## src/rtl/bh_pkg.sv

```systemverilog
package bh_pkg;

	localparam int WORD_W = 32;
	localparam int IDX_W  = 3;
	localparam int WC_W   = 6;   // holds a word count up to 63
	localparam int PR_W   = 4;   // permutation row 0..9

	localparam logic [PR_W-1:0]  LAST_PERM = 4'd9;
	localparam logic [IDX_W-1:0] LAST_IDX  = 3'd7;
	localparam logic [2:0]       LAST_G    = 3'd7;
	localparam logic [2:0]       DIAG_G    = 3'd3;  // last column step, diagonalize after it
	localparam logic [3:0]       PAD_ONE_POS = 4'd13;
	localparam logic [3:0]       PAD_LEN_POS = 4'd15;
	localparam logic [WORD_W-1:0] PAD_MARK   = 32'h8000_0000;
	localparam logic [WORD_W-1:0] PAD_ONE    = 32'h0000_0001;

	typedef logic [3:0][WORD_W-1:0] row_t;

	typedef struct packed {
		logic [WORD_W-1:0] a;
		logic [WORD_W-1:0] b;
		logic [WORD_W-1:0] c;
		logic [WORD_W-1:0] d;
	} quad_t;

	typedef enum logic [2:0] {
		S_IDLE,
		S_LOAD,
		S_RUN,
		S_FOLD,
		S_DONE
	} fsm_t;

	typedef enum logic [1:0] {
		BLK_DATA,
		BLK_FIN1,
		BLK_FIN2
	} blk_mode_t;

	localparam logic [7:0][WORD_W-1:0] IV = {
		32'h5BE0CD19, 32'h1F83D9AB, 32'h9B05688C, 32'h510E527F,
		32'hA54FF53A, 32'h3C6EF372, 32'hBB67AE85, 32'h6A09E667
	};

	localparam logic [15:0][WORD_W-1:0] PI = {
		32'hB5470917, 32'h3F84D5B5, 32'hC97C50DD, 32'hC0AC29B7,
		32'h34E90C6C, 32'hBE5466CF, 32'h38D01377, 32'h452821E6,
		32'hEC4E6C89, 32'h082EFA98, 32'h299F31D0, 32'hA4093822,
		32'h03707344, 32'h13198A2E, 32'h85A308D3, 32'h243F6A88
	};

	// message word index for a permutation row and position, first position in the top nibble
	function automatic logic [3:0] sigma(input logic [PR_W-1:0] row, input logic [3:0] pos);
		logic [63:0] str;
		logic [63:0] shifted;
		logic [5:0]  sh;
		case (row)
			4'd0:    str = 64'h0123456789ABCDEF;
			4'd1:    str = 64'hEA489FD61C02B753;
			4'd2:    str = 64'hB8C052FDAE367194;
			4'd3:    str = 64'h7931DCBE265A40F8;
			4'd4:    str = 64'h905724AFE1BC683D;
			4'd5:    str = 64'h2C6A0B834D75FE19;
			4'd6:    str = 64'hC51FED4A0763928B;
			4'd7:    str = 64'hDB7EC13950F4862A;
			4'd8:    str = 64'h6FE9B308C2D714A5;
			4'd9:    str = 64'hA2847615FB9E3CD0;
			default: str = 64'h0123456789ABCDEF;
		endcase
		sh = {~pos, 2'b00};
		shifted = str >> sh;
		return shifted[3:0];
	endfunction

	// rotate a row left by s columns: element j takes element j+s
	function automatic row_t rot_row(input row_t r, input logic [1:0] s);
		row_t o;
		for (int j = 0; j < 4; j++) begin
			o[j] = r[2'(j) + s];
		end
		return o;
	endfunction

endpackage

```

## src/rtl/bh_msg_if.sv

```systemverilog
interface bh_msg_if;
	logic                        valid;
	logic                        ready;
	logic [bh_pkg::WORD_W-1:0]   message_word;

	modport source (output valid, output message_word, input ready);
	modport sink   (input valid, input message_word, output ready);
endinterface

```

## src/rtl/bh_dig_if.sv

```systemverilog
interface bh_dig_if;
	logic                        valid;
	logic                        ready;
	logic [bh_pkg::WORD_W-1:0]   digest_word;
	logic [bh_pkg::IDX_W-1:0]    word_index;
	logic                        last;

	modport source (output valid, output digest_word, output word_index, output last,
		input ready);
	modport sink   (input valid, input digest_word, input word_index, input last,
		output ready);
endinterface

```

## src/rtl/bh_gmix.sv

```systemverilog
// Half of the G function: one message/constant add, two rotates.
// half = 0 uses rotations 16/12, half = 1 uses 8/7.
module bh_gmix (
	input  bh_pkg::quad_t              q_in,
	input  logic [bh_pkg::WORD_W-1:0]  mk,
	input  logic                       half,
	output bh_pkg::quad_t              q_out
);

	logic [bh_pkg::WORD_W-1:0] a1, c1, dx, bx, d1, b1;

	always_comb begin
		a1 = q_in.a + q_in.b + mk;
		dx = q_in.d ^ a1;
		d1 = half ? {dx[7:0], dx[31:8]} : {dx[15:0], dx[31:16]};
		c1 = q_in.c + d1;
		bx = q_in.b ^ c1;
		b1 = half ? {bx[6:0], bx[31:7]} : {bx[11:0], bx[31:12]};
		q_out.a = a1;
		q_out.b = b1;
		q_out.c = c1;
		q_out.d = d1;
	end

endmodule

```

## src/rtl/blake256_fixed_200_byte_hash.sv

```systemverilog
// BLAKE-256 of one fixed-length message, salt zero. Operation:
//   a word that does not close a block is taken without a stall;
//   each compression runs LOAD, RUN and FOLD on one half-G unit, with msg.ready low;
//   the closing word adds a data block if it ends one, 1 or 2 final blocks and a digest copy
//   held until the prior digest drains; digest words go out 1 per cycle while ready is high.
// Reset: async active low; chain returns to the IV, word count and FSM clear.
module blake256_fixed_200_byte_hash #(
	parameter int ROUNDS        = 14,
	parameter int MESSAGE_WORDS = 50
) (
	input  logic     clk,
	input  logic     arst_n,
	bh_msg_if.sink   msg,
	bh_dig_if.source digest
);

	localparam int RW  = $clog2(ROUNDS);
	localparam int REM = MESSAGE_WORDS % 16;

	localparam logic [RW-1:0]                 LAST_ROUND = RW'(ROUNDS - 1);
	localparam logic [bh_pkg::WC_W-1:0]       MW_C       = bh_pkg::WC_W'(MESSAGE_WORDS);
	localparam logic [3:0]                    REM_C      = 4'(REM);
	localparam logic [bh_pkg::WORD_W-1:0]     BITS       = 32'(MESSAGE_WORDS * 32);
	// padding and length fit behind the data in the first final block
	localparam logic                          TAIL_FIN1  = (REM <= 13);
	// fourteen or fifteen words left: a second block with no data, only the closing pad bit and the length, follows
	localparam logic                          TWO_FINAL  = (REM > 13);
	// counter mixed into the first final block unless it holds no data
	localparam logic                          MIX_FIN1   = (REM != 0);

	// ---------------------------------------------------------------
	// Sequencer state
	// ---------------------------------------------------------------
	bh_pkg::fsm_t      state_q, state_d;
	bh_pkg::blk_mode_t mode_q, mode_d;
	logic              mode_we;

	logic [bh_pkg::WC_W-1:0] wc_q, wc_inc;
	logic [RW-1:0]           round_q, round_n;
	logic [bh_pkg::PR_W-1:0] pr_q, pr_n;   // permutation row = round mod 10
	logic [2:0]              g_q, g_n;     // which G of the round
	logic                    half_q, half_n;
	logic                    last_step;

	logic take, load_en, run_en, fold_en, copy_en, fetch_en;

	// ---------------------------------------------------------------
	// Datapath storage
	// ---------------------------------------------------------------
	bh_pkg::row_t                      v_q [4];     // working state, one row per entry
	bh_pkg::row_t                      v_d [4];
	logic [7:0][bh_pkg::WORD_W-1:0]    chain_q;
	logic [bh_pkg::WORD_W-1:0]         block_mem [16];
	logic [bh_pkg::WORD_W-1:0]         m_q;         // message word for the current half step
	logic [bh_pkg::WORD_W-1:0]         k_q;         // matching pi constant
	logic [bh_pkg::WORD_W-1:0]         digest_q [8];
	logic                              out_busy_q;
	logic [bh_pkg::IDX_W-1:0]          out_idx_q;

	assign wc_inc = wc_q + 1'b1;
	assign msg.ready = (state_q == bh_pkg::S_IDLE);
	assign take = msg.valid && msg.ready;

	// next position in the round schedule
	always_comb begin
		half_n  = ~half_q;
		g_n     = g_q;
		round_n = round_q;
		pr_n    = pr_q;
		if (half_q) begin
			g_n = g_q + 3'd1;
			if (g_q == bh_pkg::LAST_G) begin
				round_n = round_q + 1'b1;
				pr_n    = (pr_q == bh_pkg::LAST_PERM) ? '0 : pr_q + 1'b1;
			end
		end
	end

	assign last_step = (state_q == bh_pkg::S_RUN) && (round_q == LAST_ROUND) &&
		(g_q == bh_pkg::LAST_G) && half_q;

	always_ff @(posedge clk or negedge arst_n) begin
		if (!arst_n) begin
			state_q <= bh_pkg::S_IDLE;
		end else begin
			state_q <= state_d;
		end
	end

	always_comb begin
		state_d = state_q;
		mode_d  = mode_q;
		mode_we = 1'b0;
		load_en = 1'b0;
		run_en  = 1'b0;
		fold_en = 1'b0;
		copy_en = 1'b0;
		case (state_q)
			bh_pkg::S_IDLE: begin
				if (take) begin
					if (wc_inc[3:0] == 4'd0) begin
						mode_d  = bh_pkg::BLK_DATA;
						mode_we = 1'b1;
						state_d = bh_pkg::S_LOAD;
					end else if (wc_inc == MW_C) begin
						mode_d  = bh_pkg::BLK_FIN1;
						mode_we = 1'b1;
						state_d = bh_pkg::S_LOAD;
					end
				end
			end
			bh_pkg::S_LOAD: begin
				load_en = 1'b1;
				state_d = bh_pkg::S_RUN;
			end
			bh_pkg::S_RUN: begin
				run_en = 1'b1;
				if (last_step) begin
					state_d = bh_pkg::S_FOLD;
				end
			end
			bh_pkg::S_FOLD: begin
				fold_en = 1'b1;
				case (mode_q)
					bh_pkg::BLK_DATA: begin
						if (wc_q == MW_C) begin
							mode_d  = bh_pkg::BLK_FIN1;
							mode_we = 1'b1;
							state_d = bh_pkg::S_LOAD;
						end else begin
							state_d = bh_pkg::S_IDLE;
						end
					end
					bh_pkg::BLK_FIN1: begin
						if (TWO_FINAL) begin
							mode_d  = bh_pkg::BLK_FIN2;
							mode_we = 1'b1;
							state_d = bh_pkg::S_LOAD;
						end else begin
							state_d = bh_pkg::S_DONE;
						end
					end
					default: state_d = bh_pkg::S_DONE;
				endcase
			end
			bh_pkg::S_DONE: begin
				// wait until the previous digest has drained
				if (!out_busy_q) begin
					copy_en = 1'b1;
					state_d = bh_pkg::S_IDLE;
				end
			end
			default: state_d = bh_pkg::S_IDLE;
		endcase
	end

	always_ff @(posedge clk or negedge arst_n) begin
		if (!arst_n) begin
			mode_q  <= bh_pkg::BLK_DATA;
			wc_q    <= '0;
			round_q <= '0;
			pr_q    <= '0;
			g_q     <= '0;
			half_q  <= 1'b0;
		end else begin
			if (mode_we) begin
				mode_q <= mode_d;
			end
			if (take) begin
				wc_q <= wc_inc;
			end else if (copy_en) begin
				wc_q <= '0;
			end
			if (run_en) begin
				round_q <= round_n;
				pr_q    <= pr_n;
				g_q     <= g_n;
				half_q  <= half_n;
			end else if (fold_en) begin
				round_q <= '0;
				pr_q    <= '0;
				g_q     <= '0;
				half_q  <= 1'b0;
			end
		end
	end

	// ---------------------------------------------------------------
	// Block buffer and operand fetch
	// Word for step n is registered in the cycle before its use: LOAD fetches step 0,
	// each RUN cycle fetches the step that follows it.
	// ---------------------------------------------------------------
	logic [bh_pkg::PR_W-1:0]   f_row;
	logic [2:0]                f_g;
	logic                      f_half;
	logic [3:0]                f_jm, f_jk;
	logic                      f_use_buf, tail;
	logic [bh_pkg::WORD_W-1:0] pad_word;

	assign fetch_en = load_en || run_en;

	always_comb begin
		f_row  = load_en ? pr_q   : pr_n;
		f_g    = load_en ? g_q    : g_n;
		f_half = load_en ? half_q : half_n;
		f_jm   = bh_pkg::sigma(f_row, {f_g, f_half});
		f_jk   = bh_pkg::sigma(f_row, {f_g, ~f_half});

		// final blocks build their padding on the fly instead of writing the buffer
		f_use_buf = (mode_q == bh_pkg::BLK_DATA) ||
			((mode_q == bh_pkg::BLK_FIN1) && (f_jm < REM_C));
		tail = (mode_q == bh_pkg::BLK_FIN2) || ((mode_q == bh_pkg::BLK_FIN1) && TAIL_FIN1);
		pad_word = '0;
		if ((mode_q == bh_pkg::BLK_FIN1) && (f_jm == REM_C)) begin
			pad_word = pad_word | bh_pkg::PAD_MARK;
		end
		if (tail && (f_jm == bh_pkg::PAD_ONE_POS)) begin
			pad_word = pad_word | bh_pkg::PAD_ONE;
		end
		if (tail && (f_jm == bh_pkg::PAD_LEN_POS)) begin
			pad_word = pad_word | BITS;
		end
	end

	always_ff @(posedge clk) begin
		if (take) begin
			block_mem[wc_q[3:0]] <= msg.message_word;
		end
		if (fetch_en) begin
			m_q <= f_use_buf ? block_mem[f_jm] : pad_word;
			k_q <= bh_pkg::PI[f_jk];
		end
	end

	// ---------------------------------------------------------------
	// Shared half-G unit on column 0; rows rotate after each full G so
	// the next column (or diagonal) lines up at column 0.
	// ---------------------------------------------------------------
	bh_pkg::quad_t g_in, g_out;

	assign g_in = '{a: v_q[0][0], b: v_q[1][0], c: v_q[2][0], d: v_q[3][0]};

	bh_gmix u_gmix (
		.q_in  (g_in),
		.mk    (m_q ^ k_q),
		.half  (half_q),
		.q_out (g_out)
	);

	logic [bh_pkg::WORD_W-1:0] ctr;
	logic                      mix_ctr;

	always_comb begin
		bh_pkg::row_t w;
		logic [1:0]   s;
		ctr     = (mode_q == bh_pkg::BLK_DATA) ? 32'({wc_q, 5'b0}) : BITS;
		mix_ctr = (mode_q == bh_pkg::BLK_DATA) || ((mode_q == bh_pkg::BLK_FIN1) && MIX_FIN1);
		for (int r = 0; r < 4; r++) begin
			w = v_q[r];
			case (r)
				0:       w[0] = g_out.a;
				1:       w[0] = g_out.b;
				2:       w[0] = g_out.c;
				default: w[0] = g_out.d;
			endcase
			// diagonalize after G3, undo after G7
			if (g_q == bh_pkg::DIAG_G) begin
				s = 2'd1 + 2'(r);
			end else if (g_q == bh_pkg::LAST_G) begin
				s = 2'd1 - 2'(r);
			end else begin
				s = 2'd1;
			end
			v_d[r] = half_q ? bh_pkg::rot_row(w, s) : w;
		end
	end

	always_ff @(posedge clk) begin
		if (load_en) begin
			v_q[0] <= chain_q[3:0];
			v_q[1] <= chain_q[7:4];
			v_q[2] <= bh_pkg::PI[3:0];
			v_q[3] <= mix_ctr ? (bh_pkg::PI[7:4] ^ {64'd0, ctr, ctr}) : bh_pkg::PI[7:4];
		end else if (run_en) begin
			for (int r = 0; r < 4; r++) begin
				v_q[r] <= v_d[r];
			end
		end
	end

	// chain: fold at the end of each block, back to IV once the digest is copied to the output buffer
	always_ff @(posedge clk or negedge arst_n) begin
		if (!arst_n) begin
			chain_q <= bh_pkg::IV;
		end else if (fold_en) begin
			for (int i = 0; i < 4; i++) begin
				chain_q[i]     <= chain_q[i]     ^ v_q[0][i] ^ v_q[2][i];
				chain_q[i + 4] <= chain_q[i + 4] ^ v_q[1][i] ^ v_q[3][i];
			end
		end else if (copy_en) begin
			chain_q <= bh_pkg::IV;
		end
	end

	// ---------------------------------------------------------------
	// Digest output buffer: frees the core for the next message
	// ---------------------------------------------------------------
	always_ff @(posedge clk) begin
		if (copy_en) begin
			for (int i = 0; i < 8; i++) begin
				digest_q[i] <= chain_q[i];
			end
		end
	end

	always_ff @(posedge clk or negedge arst_n) begin
		if (!arst_n) begin
			out_busy_q <= 1'b0;
			out_idx_q  <= '0;
		end else if (copy_en) begin
			out_busy_q <= 1'b1;
			out_idx_q  <= '0;
		end else if (out_busy_q && digest.ready) begin
			if (out_idx_q == bh_pkg::LAST_IDX) begin
				out_busy_q <= 1'b0;
			end
			out_idx_q <= out_idx_q + 1'b1;
		end
	end

	assign digest.valid       = out_busy_q;
	assign digest.digest_word = digest_q[out_idx_q];
	assign digest.word_index  = out_idx_q;
	assign digest.last        = (out_idx_q == bh_pkg::LAST_IDX);

`ifndef SYNTHESIS
	a_wc_bound: assert property (@(posedge clk) disable iff (!arst_n)
		wc_q <= MW_C)
		else $error("word count past message length");

	a_round_bound: assert property (@(posedge clk) disable iff (!arst_n)
		state_q == bh_pkg::S_RUN |-> round_q <= LAST_ROUND)
		else $error("round counter overran");

	a_load_clean: assert property (@(posedge clk) disable iff (!arst_n)
		state_q == bh_pkg::S_LOAD |-> (round_q == '0 && g_q == '0 && !half_q && pr_q == '0))
		else $error("schedule not cleared at block start");

	a_copy: assert property (@(posedge clk) disable iff (!arst_n)
		copy_en |=> (out_busy_q && out_idx_q == '0 && wc_q == '0))
		else $error("digest copy did not arm output");

	a_no_take_busy: assert property (@(posedge clk) disable iff (!arst_n)
		(state_q == bh_pkg::S_RUN || state_q == bh_pkg::S_LOAD) |-> !take)
		else $error("word taken during compression");
`endif

endmodule
```

## src/flat_wrapper.sv

```systemverilog
// flat-port wrapper written by rule: the top's interface ports become plain ports
module blake256_fixed_200_byte_hash_flat 
#(
	parameter int ROUNDS        = 14,
	parameter int MESSAGE_WORDS = 50
)
  (clk, arst_n, msg_valid, msg_message_word, msg_ready, digest_valid, digest_digest_word, digest_word_index, digest_last, digest_ready);
  bh_msg_if msg_i ();
  bh_dig_if digest_i ();
  input  logic clk;
  input  logic arst_n;
  input wire logic [$bits(msg_i.valid)-1:0] msg_valid;
  input wire logic [$bits(msg_i.message_word)-1:0] msg_message_word;
  output wire logic [$bits(msg_i.ready)-1:0] msg_ready;
  output wire logic [$bits(digest_i.valid)-1:0] digest_valid;
  output wire logic [$bits(digest_i.digest_word)-1:0] digest_digest_word;
  output wire logic [$bits(digest_i.word_index)-1:0] digest_word_index;
  output wire logic [$bits(digest_i.last)-1:0] digest_last;
  input wire logic [$bits(digest_i.ready)-1:0] digest_ready;
  assign msg_i.valid = msg_valid;
  assign msg_i.message_word = msg_message_word;
  assign msg_ready = msg_i.ready;
  assign digest_valid = digest_i.valid;
  assign digest_digest_word = digest_i.digest_word;
  assign digest_word_index = digest_i.word_index;
  assign digest_last = digest_i.last;
  assign digest_i.ready = digest_ready;
  blake256_fixed_200_byte_hash #(.ROUNDS(ROUNDS), .MESSAGE_WORDS(MESSAGE_WORDS)) u_core (.clk(clk), .arst_n(arst_n), .msg(msg_i), .digest(digest_i));
endmodule
```

## config.mk

```make
export PLATFORM = sky130hd
export DESIGN_NAME = blake256_fixed_200_byte_hash_flat
export DESIGN_NICKNAME = d
export VERILOG_FILES = /design/src/rtl/bh_pkg.sv /design/src/rtl/bh_msg_if.sv /design/src/rtl/bh_dig_if.sv /design/src/rtl/bh_gmix.sv /design/src/rtl/blake256_fixed_200_byte_hash.sv /design/src/flat_wrapper.sv
export SDC_FILE = /design/constraint.sdc
export NUM_CORES = 2
export LEC_CHECK = 0
export BUFFER_PORTS_ARGS = -buffer_cell sky130_fd_sc_hd__clkbuf_2
export CORE_MARGIN = 4
export CORE_UTILIZATION = 57
export CTS_CLUSTER_SIZE = 20
export DETAILED_ROUTE_END_ITERATION = 10
export PLACE_DENSITY_LB_ADDON = 0.15
export SYNTH_ARGS = -nofsm -noshare
export SYNTH_HDL_FRONTEND = slang
export SYNTH_HIERARCHICAL = 1
export SYNTH_SLANG_ARGS = --single-unit
```

## constraint.sdc

```tcl
create_clock -name clk -period 23.8 [get_ports clk]
set_input_delay 2.38 -clock clk [delete_from_list [all_inputs] [get_ports clk]]
set_output_delay 2.38 -clock clk [all_outputs]
set_load 0.01 [all_outputs]
```

==> metrics.yaml <==
grt:
  grt_pass1_vias: 55670
  grt_overflow_total: 0
  grt_max_degree: 195
  antenna_found_initial: 13
  grt_pass1_wl_mm: 373.1
  gr-usage-all-layers_pct: 31.96
cts:
  clk_latency_ns: 0.83
  hold_buffers: 0
  clock_sinks: 1626
  cts_made_buffers: 170
  post_cts_resized: 0
  root_buffer: "clkbuf_16"
  cts_tree: "built"
  post_cts_buffers: 0
  path_clk_slew_ns: 0.06
  clockBufferDepth: 3
  htree_levels: 4
cells_and_area:
  seq_area_um2: 47600
  layout-drive-gt1-share_pct: 16.86
  nNetsFinal: 6708
  nFillCells: 11190
  multi_input_area_um2: 35260
  area_growth_pct: 9.265
logic_synthesis:
  syn_inst: 6649
  avgSynthCellArea_um2: 12.73
  syn_nets: 6810
  synth_cell_type_count: 106
  async_reset_ff_share_pct: 17.34
  yosysWarnings: 6
  ys_seq_area_share_pct: 56.21
  synth_edf_count: 1344
  synth_area_um2: 84660
  synth_flop_cell: "edfxtp_1"
  yosys_register_bits: 1626
sta:
  layout_min_cycle_time_ns: 9.550
  tightestPinTransition_ns: 1.411
  finalClockSkew_ns: 0.04080
  rsz0062_at_grt: "no"
  slew_viol_final: 0
  post-route-period-util_pct: 40.12
  fmax_mhz: 104.7
  slew-limit-headroom_pct: 5.911
  setup_viol: 0
  fin_ws_ns: 14.25
  final_hold_viol_count: 0
  fin_setup_tns_ns: 0
floorplanning:
  ios: 74
  die_y_um: 393.4
  die_x_um: 393.4
  rows: 141
  die_area_um2: 154800
  coreArea_um2: 147700
  initial_core_util_pct: 57.33
critical_path:
  crit_slowest_cell: "o31ai_1"
  critical-path-top-delay-family: "compound AO/OA/AOI/OAI gates"
  critPathMaxFanout: 61
  crit_chain: "ha_4 -> ha_4 -> and3_1 -> nand2_1 -> a21oi_1 -> buf_4 -> ha_1 -> inv_1 -> a21oi_1 -> o31ai_1 -> nor4b_1 -> nor4_1 -> a21oi_4 -> buf_4 -> buf_4 -> mux2_2 -> o22ai_1 -> o31ai_1"
  cp-start-kind: "register"
  crit_path_frequent_cell: "buf_4"
  reg2reg_from: "u_core/g_q[0]"
  cp-end-kind: "register"
  required_ns: 24.21
  reg2reg_depth: 18
  critical_path.max_stage_delay_ns: 1.12
  cp.arrival_ns: 9.96
  r2r_slack_ns: 14.25
  r2r_end: "u_core/m_q[17]"
  critPathKind: "register to register"
  worstSetupPathDepth: 18
  path_buf_inv: 4
power_and_ir_drop:
  p_clk_share_pct: 45.3
  p_per_area_nw_per_um2: 64.38
  p_switching_mw: 1.301
  pwr-share-comb_pct: 2.3
  power.leakage_nw: 32.25
  ir_worst_vdd_uv: 81.32
  p_seq_share_pct: 52.4
  netSwitchingFraction_pct: 21.85
  p_int_mw: 4.654
placed_design:
  port_buffers: 73
  dp_hpwl_mm: 156.3
  place.gp.congestion: 0.9747
  post-place-ws_ns: 14.45
worst_hold_path:
  hold_depth: 0
  hold_start: "u_core/chain_q[36]"
  min_path_type: "register to register"
  min_to: "u_core/digest_q[1][4]"
detailed_routing:
  route.detailed.drc: 0
  vias: 58110
  finalWirelength_mm: 250.6
  first_iter_violations: 6964
  wl_per_cell_um: 29.04
  drtPass1Iterations: 7
  ant_nets: 0
  via_per_inst: 6.733
outcome:
  run_status: "finished clean"
run:
  cap_violations: 0
[worst max path at each step]
stage / start / to / slack [ns]
after floorplan: u_core/half_q / u_core/v_q[0][100] / 13.01
after global placement: u_core/g_q[0] / u_core/m_q[17] / 14.34
final: u_core/g_q[0] / u_core/m_q[17] / 14.25
after CTS: u_core/g_q[0] / u_core/m_q[17] / 14.40
after global routing: u_core/g_q[0] / u_core/m_q[17] / 13.92
after detailed placement: u_core/g_q[0] / u_core/m_q[17] / 14.45
[worst register-to-register path, cell delays in order, from the launching register on]
cell     delay (ns)
dfrtp_1        0.55
ha_4           0.61
ha_4           0.66
and3_1         0.60
nand2_1        0.47
a21oi_1        0.27
buf_4          0.24
ha_1           0.71
inv_1          0.39
a21oi_1        0.65
o31ai_1        0.13
nor4b_1        0.38
nor4_1         0.14
a21oi_4        0.12
buf_4          0.69
buf_4          0.93
mux2_2         0.39
o22ai_1        0.09
o31ai_1        1.12
[cell usage in the layout, fill, tap and decap left out, drive strengths merged, types with 33 or more instances in the layout]
cell and count:
a21oi 339, a31oi 37, o22ai 47, clkbuf 299, a211oi 44, dfrtp 146, inv 53, or3 59
mux2i 395, ha 92, nand2 585, a22oi 36, a21o 41, o211ai 35, buf 118, xor2 198
and3 77, nand3 270, a22o 109, edfxtp 1344, xnor2 263, dfstp 136, nor3 46, mux4 325
mux2 130, clkinv 68, fa 33, o21ai 504, nor2 519
[cells in the mapped netlist (9+ instances only)]
library cell	n	area (µm²)
a221oi_1	12	105.1
nand2b_1	10	62.56
a211oi_1	43	322.8
inv_1	46	172.7
nor4_1	15	93.84
xnor2_1	260	2277
a22oi_1	35	262.8
o21ai_0	492	2462
dfstp_2	136	3573
buf_6	9	101.4
o21ai_1	10	50.05
mux2i_1	394	3944
a21oi_1	333	1667
a22o_1	109	954.7
o31a_1	13	113.9
o221ai_1	9	78.83
nor3_1	41	205.2
nand2_1	585	2196
buf_2	67	335.3
ha_1	92	1151
edfxtp_1	1344	40360
o211ai_1	35	262.8
or3_1	58	362.9
buf_1	68	255.2
and3_1	77	481.7
nor2_1	518	1944
clkbuf_1	312	1171
o31ai_1	28	210.2
mux4_2	325	7320
nand4_1	19	118.9
nor2b_1	16	100.1
xor2_1	197	1725
fa_1	33	660.6
dfrtp_1	146	3654
o2111ai_1	29	254.0
a31oi_1	37	231.5
nand3_1	268	1341
a21o_1	41	307.8
o22ai_1	47	294.0
a211o_1	12	105.1
and2_1	18	112.6
mux2_2	130	1464
[layout make-up]
cell class	count	share of cell area, %
antenna	5	0.01353
clock buffer	227	4.993
clock inverter	93	1.177
inverter	48	0.2083
multi-input combinational	4511	38.11
sequential	1626	51.46
tap	1930	2.611
timing repair buffer	190	1.423
[power groups by stage]
stage               logic, mW  clock network (mW)  registers, mW
finish                  0.138                2.70           3.12
global route            0.145                2.87           3.12
CTS                     0.139                2.74           3.12
detailed placement      0.139                   0           3.18
global placement        0.137                   0           3.18
floorplan               0.102                   0           3.13
[kinds of logic after synthesis]
| kind of cell | synth area share, % |
|---|---|
| AOI/OAI and AO/OA | 10.28 |
| xor gates and xnor gates | 5.024 |
| adders and majority gates | 2.176 |
| buffers and inverters | 2.499 |
| DFF | 56.21 |
| muxes | 15.06 |
| and+or+nand+nor | 8.748 |
[routing by layer]
metal / up-vias / global-route usage [%] / wire [µm] / part of all wire (%)
met5: - / 0 / 72 / 0.029
met2: 3017 / 50.44 / 118300 / 47
met1: 29540 / 45.10 / 100200 / 40
met3: 453 / 5.745 / 22880 / 9.1
met4: 12 / 11.11 / 9210 / 3.7
li1: 25090 / - / - / -
[metrics by stage]
| stage | cell area (µm²) | hold WS (ns) | total power [mW] | std cells | utilization, % |
|---|---|---|---|---|---|
| floorplan | 84660 | 0.4566 | 3.227 | 6649 | - |
| global placement | 86780 | 0.4714 | 3.318 | 8305 | 58.77 |
| detailed placement | 86780 | 0.4708 | 3.319 | 8305 | 58.77 |
| CTS | 92490 | 0.4890 | 6.001 | 8625 | 62.64 |
| global route | 92490 | 0.5058 | 6.140 | 8627 | 62.64 |
| finish | 92500 | 0.4871 | 5.956 | 8630 | 62.64 |
[state kept, by name, indices dropped and copies added (netlist names)]
name,flops
u_core/half_q,1
u_core/g_q,3
u_core/digest.word_index,3
u_core/chain_q,256
u_core/wc_q,6
u_core/digest_q,256
u_core/round_q,4
u_core/pr_q,4
u_core/digest.valid,1
u_core/state_q,3
u_core/m_q,32
u_core/v_q,512
u_core/mode_q,1
u_core/k_q,32
u_core/block_mem,512
No activity file was read; power rests on OpenSTA's default activity.
